### config.mk
export PLATFORM = sky130hd
export DESIGN_NAME = fading_obstacle_circle_table_top
export DESIGN_NICKNAME = d
export VERILOG_FILES = /design/src/design/foct_pkg.sv /design/src/design/foct_ram.sv /design/src/design/foct_ctrl.sv /design/src/design/foct_datapath.sv /design/src/design/fading_obstacle_circle_table_top.sv
export SDC_FILE = /design/constraint.sdc
export NUM_CORES = 2
export LEC_CHECK = 0
export BUFFER_PORTS_ARGS = -buffer_cell sky130_fd_sc_hd__buf_2
export CAP_MARGIN = 20
export CORE_ASPECT_RATIO = 2
export CORE_MARGIN = 2
export CORE_UTILIZATION = 45
export CTS_CLUSTER_DIAMETER = 200
export DETAILED_ROUTE_END_ITERATION = 7
export GPL_ROUTABILITY_DRIVEN = 1
export MAX_ROUTING_LAYER = met4
export PLACE_DENSITY = 0.71
export SETUP_SLACK_MARGIN = 0.15
export SKIP_LAST_GASP = 1
export SYNTH_ARGS = -nofsm -noshare
export SYNTH_HDL_FRONTEND = slang
export SYNTH_SLANG_ARGS = --single-unit
### constraint.sdc
create_clock -name clk -period 11.1 [get_ports clk]
set_input_delay 1.665 -clock clk [delete_from_list [all_inputs] [get_ports clk]]
set_output_delay 1.665 -clock clk [all_outputs]
set_load 0.02 [all_outputs]
### src/design/foct_pkg.sv
`timescale 1ns / 1ps
// ----------------------------------------------------------------------------
// foct_pkg
// Shared types and constants of the fading obstacle circle table.
// ----------------------------------------------------------------------------
package foct_pkg;

    localparam int CAP_DEFAULT = 32;
    localparam logic [31:0] FADE_RESET = 32'd15000;

    localparam int IN_TDATA_W  = 80;
    localparam int OUT_TDATA_W = 16;
    localparam int OUT_TUSER_W = 2;
    localparam int CNT_OUT_W   = 6;

    localparam logic [1:0] ST_INSERTED = 2'd0;
    localparam logic [1:0] ST_DUP      = 2'd1;
    localparam logic [1:0] ST_FULL     = 2'd2;
    localparam logic [1:0] ST_QUERY    = 2'd3;

    localparam logic MODE_INSERT = 1'b0;
    localparam logic MODE_QUERY  = 1'b1;

    typedef struct packed {
        logic [31:0] stamp;
        logic [11:0] radius;
        logic [15:0] cy;
        logic [15:0] cx;
    } entry_t;

    typedef enum logic [2:0] {
        S_IDLE,
        S_FADE_RD,
        S_FADE_CHK,
        S_SCAN,
        S_DONE
    } state_t;

    typedef struct packed {
        logic load_item;
        logic fade_issue;
        logic fade_pop;
        logic scan_run;
        logic finish;
    } cmd_t;

    typedef struct packed {
        logic is_query;
        logic count_zero;
        logic age_over;
        logic scan_done;
        logic out_free;
    } sts_t;

endpackage

### src/design/foct_ram.sv
`timescale 1ns / 1ps
// ----------------------------------------------------------------------------
// foct_ram
// Simple dual-port RAM, one write and one registered read port.
// ----------------------------------------------------------------------------
module foct_ram #(
    parameter int WIDTH = 8,
    parameter int DEPTH = 32
) (
    input  logic                     clk,
    input  logic                     we,
    input  logic [$clog2(DEPTH)-1:0] waddr,
    input  logic [WIDTH-1:0]         wdata,
    input  logic [$clog2(DEPTH)-1:0] raddr,
    output logic [WIDTH-1:0]         rdata
);

    logic [WIDTH-1:0] mem [DEPTH];

    always_ff @(posedge clk)
    begin
        if (we)
        begin
            mem[waddr] <= wdata;
        end
        rdata <= mem[raddr];
    end

endmodule

### src/design/foct_ctrl.sv
`timescale 1ns / 1ps
// ----------------------------------------------------------------------------
// foct_ctrl
// Sequencer: fade pass, table scan, result hand-off.
// ----------------------------------------------------------------------------
module foct_ctrl (
    input  logic            clk,
    input  logic            rst_n,
    input  logic            req_valid,
    output logic            req_ready,
    input  foct_pkg::sts_t  sts,
    output foct_pkg::cmd_t  cmd
);

    import foct_pkg::*;

    state_t state_reg;
    state_t state_next;

    always_ff @(posedge clk or negedge rst_n)
    begin
        if (!rst_n)
        begin
            state_reg <= S_IDLE;
        end
        else
        begin
            state_reg <= state_next;
        end
    end

    always_comb
    begin
        state_next = state_reg;
        unique case (state_reg)
            S_IDLE:
            begin
                if (req_valid)
                begin
                    state_next = S_FADE_RD;
                end
            end
            S_FADE_RD:
            begin
                if (sts.is_query || sts.count_zero)
                begin
                    state_next = S_SCAN;
                end
                else
                begin
                    state_next = S_FADE_CHK;
                end
            end
            S_FADE_CHK:
            begin
                if (sts.age_over)
                begin
                    state_next = S_FADE_RD;
                end
                else
                begin
                    state_next = S_SCAN;
                end
            end
            S_SCAN:
            begin
                if (sts.scan_done)
                begin
                    state_next = S_DONE;
                end
            end
            S_DONE:
            begin
                if (sts.out_free)
                begin
                    state_next = S_IDLE;
                end
            end
            default:
            begin
                state_next = S_IDLE;
            end
        endcase
    end

    always_comb
    begin
        cmd       = '0;
        req_ready = 1'b0;
        unique case (state_reg)
            S_IDLE:
            begin
                req_ready     = 1'b1;
                cmd.load_item = req_valid;
            end
            S_FADE_RD:
            begin
                cmd.fade_issue = !(sts.is_query || sts.count_zero);
            end
            S_FADE_CHK:
            begin
                cmd.fade_pop = sts.age_over;
            end
            S_SCAN:
            begin
                cmd.scan_run = 1'b1;
            end
            S_DONE:
            begin
                cmd.finish = sts.out_free;
            end
            default:
            begin
                cmd = '0;
            end
        endcase
    end

endmodule

### src/design/foct_datapath.sv
`timescale 1ns / 1ps
// ----------------------------------------------------------------------------
// foct_datapath
// Circle ring storage, fade/duplicate/containment checks, result register.
// ----------------------------------------------------------------------------
module foct_datapath #(
    parameter int CAPACITY = foct_pkg::CAP_DEFAULT
) (
    input  logic                                clk,
    input  logic                                rst_n,
    input  foct_pkg::cmd_t                      cmd,
    output foct_pkg::sts_t                      sts,
    input  logic                                cfg_we,
    input  logic [31:0]                         cfg_wdata,
    input  logic                                in_mode,
    input  logic [31:0]                         in_now_ms,
    input  logic signed [15:0]                  in_pos_x,
    input  logic signed [15:0]                  in_pos_y,
    input  logic [11:0]                         in_circle_radius,
    output logic                                out_valid,
    input  logic                                out_ready,
    output logic [1:0]                          out_insert_status,
    output logic                                out_hit,
    output logic [foct_pkg::CNT_OUT_W-1:0]      out_faded_count,
    output logic [foct_pkg::CNT_OUT_W-1:0]      out_entry_count
);

    import foct_pkg::*;

    localparam int AW = $clog2(CAPACITY);
    localparam int CW = $clog2(CAPACITY + 1);
    localparam int SW = AW + 1;
    localparam int EW = $bits(entry_t);

    logic [31:0]        fade_reg;
    logic [AW-1:0]      oldest_reg;
    logic [CW-1:0]      count_reg;
    logic [CW-1:0]      k_reg;
    logic [CW-1:0]      faded_reg;
    logic               v1_reg;
    logic               v2_reg;
    logic               dup_reg;
    logic               hit_reg;

    logic               mode_reg;
    logic [31:0]        now_reg;
    logic signed [15:0] px_reg;
    logic signed [15:0] py_reg;
    logic [11:0]        rad_reg;

    logic [31:0]        dx2_reg;
    logic [31:0]        dy2_reg;
    logic [23:0]        r2_reg;

    logic               ov_reg;
    logic [1:0]         ost_reg;
    logic               ohit_reg;
    logic [CNT_OUT_W-1:0] ofade_reg;
    logic [CNT_OUT_W-1:0] ocnt_reg;

    logic [EW-1:0]      rdata;
    entry_t             ent;
    logic [AW-1:0]      raddr;
    logic [AW-1:0]      scan_slot;
    logic [AW-1:0]      tail_slot;
    logic [SW-1:0]      scan_sum;
    logic [SW-1:0]      tail_sum;
    logic               issue;
    logic [31:0]        age;
    logic               is_full;
    logic               do_write;
    logic [1:0]         status;
    logic [CW-1:0]      count_after;
    logic signed [16:0] dx;
    logic signed [16:0] dy;
    logic signed [33:0] dx_sq;
    logic signed [33:0] dy_sq;
    logic [32:0]        d2;
    entry_t             wentry;

    assign ent = entry_t'(rdata);

    assign scan_sum  = SW'(oldest_reg) + SW'(k_reg);
    assign scan_slot = (scan_sum >= SW'(CAPACITY)) ? AW'(scan_sum - SW'(CAPACITY))
                                                   : AW'(scan_sum);
    assign tail_sum  = SW'(oldest_reg) + SW'(count_reg);
    assign tail_slot = (tail_sum >= SW'(CAPACITY)) ? AW'(tail_sum - SW'(CAPACITY))
                                                   : AW'(tail_sum);

    assign issue = cmd.scan_run && (k_reg != count_reg);
    assign raddr = cmd.fade_issue ? oldest_reg : scan_slot;

    assign age = now_reg - ent.stamp;

    assign dx    = {px_reg[15], px_reg} - {ent.cx[15], ent.cx};
    assign dy    = {py_reg[15], py_reg} - {ent.cy[15], ent.cy};
    assign dx_sq = dx * dx;
    assign dy_sq = dy * dy;
    assign d2    = {1'b0, dx2_reg} + {1'b0, dy2_reg};

    assign is_full  = (count_reg == CW'(CAPACITY));
    assign do_write = cmd.finish && (mode_reg == MODE_INSERT) && !dup_reg && !is_full;

    always_comb
    begin
        priority if (mode_reg == MODE_QUERY)
        begin
            status = ST_QUERY;
        end
        else if (dup_reg)
        begin
            status = ST_DUP;
        end
        else if (is_full)
        begin
            status = ST_FULL;
        end
        else
        begin
            status = ST_INSERTED;
        end
    end

    assign count_after = (status == ST_INSERTED) ? count_reg + CW'(1) : count_reg;

    assign wentry.stamp  = now_reg;
    assign wentry.radius = rad_reg;
    assign wentry.cy     = py_reg;
    assign wentry.cx     = px_reg;

    foct_ram #(
        .WIDTH (EW),
        .DEPTH (CAPACITY)
    ) u_ram (
        .clk   (clk),
        .we    (do_write),
        .waddr (tail_slot),
        .wdata (wentry),
        .raddr (raddr),
        .rdata (rdata)
    );

    assign sts.is_query   = (mode_reg == MODE_QUERY);
    assign sts.count_zero = (count_reg == '0);
    assign sts.age_over   = (age > fade_reg);
    assign sts.scan_done  = (k_reg == count_reg) && !v1_reg && !v2_reg;
    assign sts.out_free   = !ov_reg || out_ready;

    always_ff @(posedge clk or negedge rst_n)
    begin
        if (!rst_n)
        begin
            fade_reg   <= FADE_RESET;
            oldest_reg <= '0;
            count_reg  <= '0;
            k_reg      <= '0;
            faded_reg  <= '0;
            v1_reg     <= 1'b0;
            v2_reg     <= 1'b0;
            dup_reg    <= 1'b0;
            hit_reg    <= 1'b0;
            ov_reg     <= 1'b0;
        end
        else
        begin
            if (cfg_we)
            begin
                fade_reg <= cfg_wdata;
            end

            v1_reg <= issue;
            v2_reg <= v1_reg;

            if (cmd.load_item)
            begin
                k_reg     <= '0;
                faded_reg <= '0;
                dup_reg   <= 1'b0;
                hit_reg   <= 1'b0;
            end
            else
            begin
                if (issue)
                begin
                    k_reg <= k_reg + CW'(1);
                end
                if (v1_reg && ent.cx == px_reg && ent.cy == py_reg)
                begin
                    dup_reg <= 1'b1;
                end
                if (v2_reg && d2 < {9'd0, r2_reg})
                begin
                    hit_reg <= 1'b1;
                end
            end

            if (cmd.fade_pop)
            begin
                oldest_reg <= (oldest_reg == AW'(CAPACITY - 1)) ? '0 : oldest_reg + AW'(1);
                count_reg  <= count_reg - CW'(1);
                faded_reg  <= faded_reg + CW'(1);
            end
            else if (cmd.finish)
            begin
                count_reg <= count_after;
            end

            if (cmd.finish)
            begin
                ov_reg <= 1'b1;
            end
            else if (out_ready)
            begin
                ov_reg <= 1'b0;
            end
        end
    end

    always_ff @(posedge clk)
    begin
        if (cmd.load_item)
        begin
            mode_reg <= in_mode;
            now_reg  <= in_now_ms;
            px_reg   <= in_pos_x;
            py_reg   <= in_pos_y;
            rad_reg  <= in_circle_radius;
        end
        dx2_reg <= dx_sq[31:0];
        dy2_reg <= dy_sq[31:0];
        r2_reg  <= ent.radius * ent.radius;
        if (cmd.finish)
        begin
            ost_reg   <= status;
            ohit_reg  <= (mode_reg == MODE_QUERY) && hit_reg;
            ofade_reg <= CNT_OUT_W'(faded_reg);
            ocnt_reg  <= CNT_OUT_W'(count_after);
        end
    end

    assign out_valid         = ov_reg;
    assign out_insert_status = ost_reg;
    assign out_hit           = ohit_reg;
    assign out_faded_count   = ofade_reg;
    assign out_entry_count   = ocnt_reg;

endmodule

### src/design/fading_obstacle_circle_table_top.sv
`timescale 1ns / 1ps
// ----------------------------------------------------------------------------
// fading_obstacle_circle_table_top
// Ring of obstacle circles with age-based fading, insert and point query.
// ----------------------------------------------------------------------------
// Input stream: one request per transfer, tuser selects insert (0) or query (1).
// Output stream: one result per request, in request order.
// Config: cfg_we/cfg_wdata write the fade time in ms; write only while idle.
// One request is processed at a time; only an insert fades entries, a
// query goes straight to the scan. The next request is taken the cycle
// after the result is loaded into the output register. The single read
// port of the entry RAM sets the processing time: the scan visits one
// entry per cycle, fading costs a read and a check per entry, and the
// containment test adds two pipeline stages.
// At reset the table is empty and the fade time is 15000 ms; RAM contents
// are not cleared. If the receiver stalls, the result holds in the output
// register and the block finishes the next request, then waits with it.
// ----------------------------------------------------------------------------
module fading_obstacle_circle_table_top #(
    parameter int CAPACITY = foct_pkg::CAP_DEFAULT
) (
    input  logic                               clk,
    input  logic                               rst_n,
    input  logic                               cfg_we,
    input  logic [31:0]                        cfg_wdata,
    input  logic                               s_axis_tvalid,
    output logic                               s_axis_tready,
    // now_ms[31:0], pos_x[47:32], pos_y[63:48], circle_radius[75:64]
    input  logic [foct_pkg::IN_TDATA_W-1:0]    s_axis_tdata,
    // mode[0]
    input  logic                               s_axis_tuser,
    output logic                               m_axis_tvalid,
    input  logic                               m_axis_tready,
    // hit[0], faded_count[6:1], entry_count[12:7]
    output logic [foct_pkg::OUT_TDATA_W-1:0]   m_axis_tdata,
    // insert_status[1:0]
    output logic [foct_pkg::OUT_TUSER_W-1:0]   m_axis_tuser
);

    import foct_pkg::*;

    cmd_t                 cmd;
    sts_t                 sts;
    logic                 hit;
    logic [CNT_OUT_W-1:0] faded_count;
    logic [CNT_OUT_W-1:0] entry_count;

    foct_ctrl u_ctrl (
        .clk       (clk),
        .rst_n     (rst_n),
        .req_valid (s_axis_tvalid),
        .req_ready (s_axis_tready),
        .sts       (sts),
        .cmd       (cmd)
    );

    foct_datapath #(
        .CAPACITY (CAPACITY)
    ) u_dp (
        .clk               (clk),
        .rst_n             (rst_n),
        .cmd               (cmd),
        .sts               (sts),
        .cfg_we            (cfg_we),
        .cfg_wdata         (cfg_wdata),
        .in_mode           (s_axis_tuser),
        .in_now_ms         (s_axis_tdata[31:0]),
        .in_pos_x          (s_axis_tdata[47:32]),
        .in_pos_y          (s_axis_tdata[63:48]),
        .in_circle_radius  (s_axis_tdata[75:64]),
        .out_valid         (m_axis_tvalid),
        .out_ready         (m_axis_tready),
        .out_insert_status (m_axis_tuser),
        .out_hit           (hit),
        .out_faded_count   (faded_count),
        .out_entry_count   (entry_count)
    );

    assign m_axis_tdata = {3'b000, entry_count, faded_count, hit};

endmodule
==> flow_summary.toml <==
[timing]
worstMarginPinSlew_ps = 1170
skew_ps = 45.8
slew_viol_final = 0
final_hold_viol_count = 0
fmax_mhz = 102
setup_viol = 0
rsz0062_at_grt = "false"
tns_ps = 0
maxSlewHeadroom_pct = 22.3
period_share_pct = 88.6
finalCriticalPeriod_ps = 9830

[setup_path]
cp_max_fo = 33
cp_slowest_cell = "clkinv_1"
critical_path.max_stage_delay_ps = 580
worstPathRequired_ps = 11910
cp-start-kind = "register"
critical_path_class = "reg -> reg"
cpMostUsedCell = "fa_1"
arrival_ps = 10650
end_kind = "register"

[floorplanning]
ios = 138
die_height_um = 763
initial_core_util_pct = 45.2
rows = 278
die_w_um = 384
core_um2 = 287000
die-area_um2 = 293000

[global_routing]
grt_max_degree = 130
grt_pass1_wl_mm = 477
grtUsageTotal_pct = 23.0
antenna_found_initial = 15
grt_pass1_vias = 73100
grt_overflow = 0

[synthesis]
synth_cells = 7607
synth_area_leaders = "edfxtp_1, mux4_2, fa_1"
synth_area_um2 = 130000
synth_seq_cells = 2748
synth_top_flop_cell = "edfxtp_1"
synth_area_per_cell_um2 = 17.0
yosysTopAreaCell = "edfxtp_1"
ys_types = 88
synth_async_sr_flop_share_pct = 2.29
yosysWarnings = 0
synth_edf_count = 2524
netlist.area_leader.share_pct = 58.5
synth.yosys.seq_area_share_pct = 62.2

[flow_run]
cap_violations = 0

[placement]
gp_congestion = 0.911
dp_hpwl_mm = 202
io_buffers = 130

[detailed_routing]
drc = 0
routed_wl_mm = 327
ant_nets = 0
dr.pass1.iters = 6
drt_iter0_drc = 6265
wl_per_cell_um = 27.7
viasPerCell = 5.76
vias = 68000

[finish]
drive_gt1_share_pct = 18.6
largest_reg_flops = 2432
nets = 8940
n_fill_cell = 23300
reg_top3 = "u_dp.u_ram.mem x2432, u_dp.u_ram.rdata x76"
regMostFlops = "u_dp.u_ram.mem"
areaGrowthSynthToFinish_pct = 10.2

[hold_path]
min_path_type = "reg -> reg"

[clock_tree]
clkTransAtPathRegs_ps = 70
post_cts.repair.setup_buffers = 0
cts_made_buffers = 218
cts_tree = "built"
cts_resized = 0
ctsHtreeMaxLevel = 4
root_buffer = "clkbuf_16"
clock-sinks = 2748
insertion_delay_ps = 890
holdBufCountCts = 0
cts_buffer_depth = 4

[outcome]
outcome = "finished clean"
-- logic make-up after synthesis --
logic type      share of synthesized area, %
flops                                   62.2
other cells                          0.00289
mux                                     13.2
fa+ha+maj                               12.9
simple gates                            3.22
xor+xnor                                1.38
buf+inv                                 3.80
compound gates                          3.35
-- per-stage QoR --
| step | instances | utilization (%) | hold slack [ps] | setup slack [ps] | instance area [um2] |
|---|---|---|---|---|---|
| final | 11800 | 49.8 | 503 | 1270 | 143000 |
| after global routing | 11800 | 49.8 | 536 | 831 | 143000 |
| after CTS | 11800 | 49.8 | 505 | 1300 | 143000 |
| after detailed placement | 11400 | 47.3 | 488 | 1320 | 135000 |
| after global placement | 11400 | 47.3 | 489 | 1260 | 135000 |
| after floorplan | 7609 | - | 358 | 2500 | 130000 |
-- synthesized netlist by cell type (18+ instances only) --
library cell	number
o22ai_1	83
nand4_1	18
mux2_2	158
o21bai_1	19
nand2b_1	28
a211oi_1	19
and2_1	54
inv_1	893
nand2_1	286
edfxtp_1	2524
nor3_1	46
or3_1	18
clkbuf_1	126
a221oi_1	77
fa_1	598
xor2_1	49
ha_1	378
a21oi_1	126
nor2_1	323
nor2b_1	33
o21ai_0	104
buf_4	38
dfrtp_1	56
o21a_1	35
nand3_1	47
xnor2_1	153
buf_6	27
a21o_1	67
mux2i_1	158
buf_2	89
dfxtp_1	161
mux4_2	608
-- layout by cell type (no fill, tap or decap), types with 83 or more instances in the layout --
cell type,Yosys,layout
mux4_2,608,608
o21ai_0,104,104
buf_2,89,129
a21oi_1,126,125
o22ai_1,83,83
nand2_1,286,284
dfxtp_1,161,161
buf_4,38,144
xnor2_1,153,150
inv_1,893,893
clkbuf_16,0,220
mux2_2,158,158
ha_1,378,378
mux2i_1,158,157
nor2_1,323,286
fa_1,598,598
edfxtp_1,2524,2524
-- worst max-delay path, delay by kind of cell (launching register included) --
| kind | cells | cell delay (ps) |
|---|---|---|
| fa+ha+maj | 9 | 4060 |
| compound gates | 11 | 2840 |
| buf+inv | 8 | 1300 |
| simple gates | 3 | 810 |
| xor+xnor | 1 | 430 |
| flops | 1 | 320 |
-- worst paths after layout --
path / from / to / slack [ps] / cells past startpoint
min reg2reg: u_dp.faded_reg[5] / u_dp.out_faded_count[5] / 500 / 0
min: u_dp.faded_reg[5] / u_dp.out_faded_count[5] / 500 / 0
max reg2reg: u_dp.py_reg[0] / u_dp.dy2_reg[30] / 1270 / 32
max: u_dp.py_reg[0] / u_dp.dy2_reg[30] / 1270 / 32
min in group asynchronous: rst_n / u_dp.fade_reg[2] / 760 / 1
max in group asynchronous: rst_n / u_dp.dup_reg / 9430 / 2
-- layout make-up --
class	instances	area, um2	area share (%)
Clock inverter	137	1490	1.04
Antenna cell	7	17.5	0.0123
Clock buffer	259	5790	4.05
Tap cell	3780	4730	3.31
Inverter	905	3400	2.38
Multi-Input combinational cell	3671	44500	31.1
Timing Repair Buffer	302	2340	1.64
Sequential cell	2748	80600	56.4
-- per-layer routing --
| layer | global-route usage [%] | vias to the layer above | share of wire (%) |
|---|---|---|---|
| met5 | - | - | 0 |
| met4 | 13.2 | 0 | 6.6 |
| met3 | 2.01 | 805 | 4.9 |
| met2 | 41.9 | 2578 | 55 |
| met1 | 24.1 | 35900 | 33 |
| li1 | - | 28800 | - |
Power is left out: the tool's default activity adds up to more than one toggle a clock period on the data nets, which glitch-free logic cannot reach.
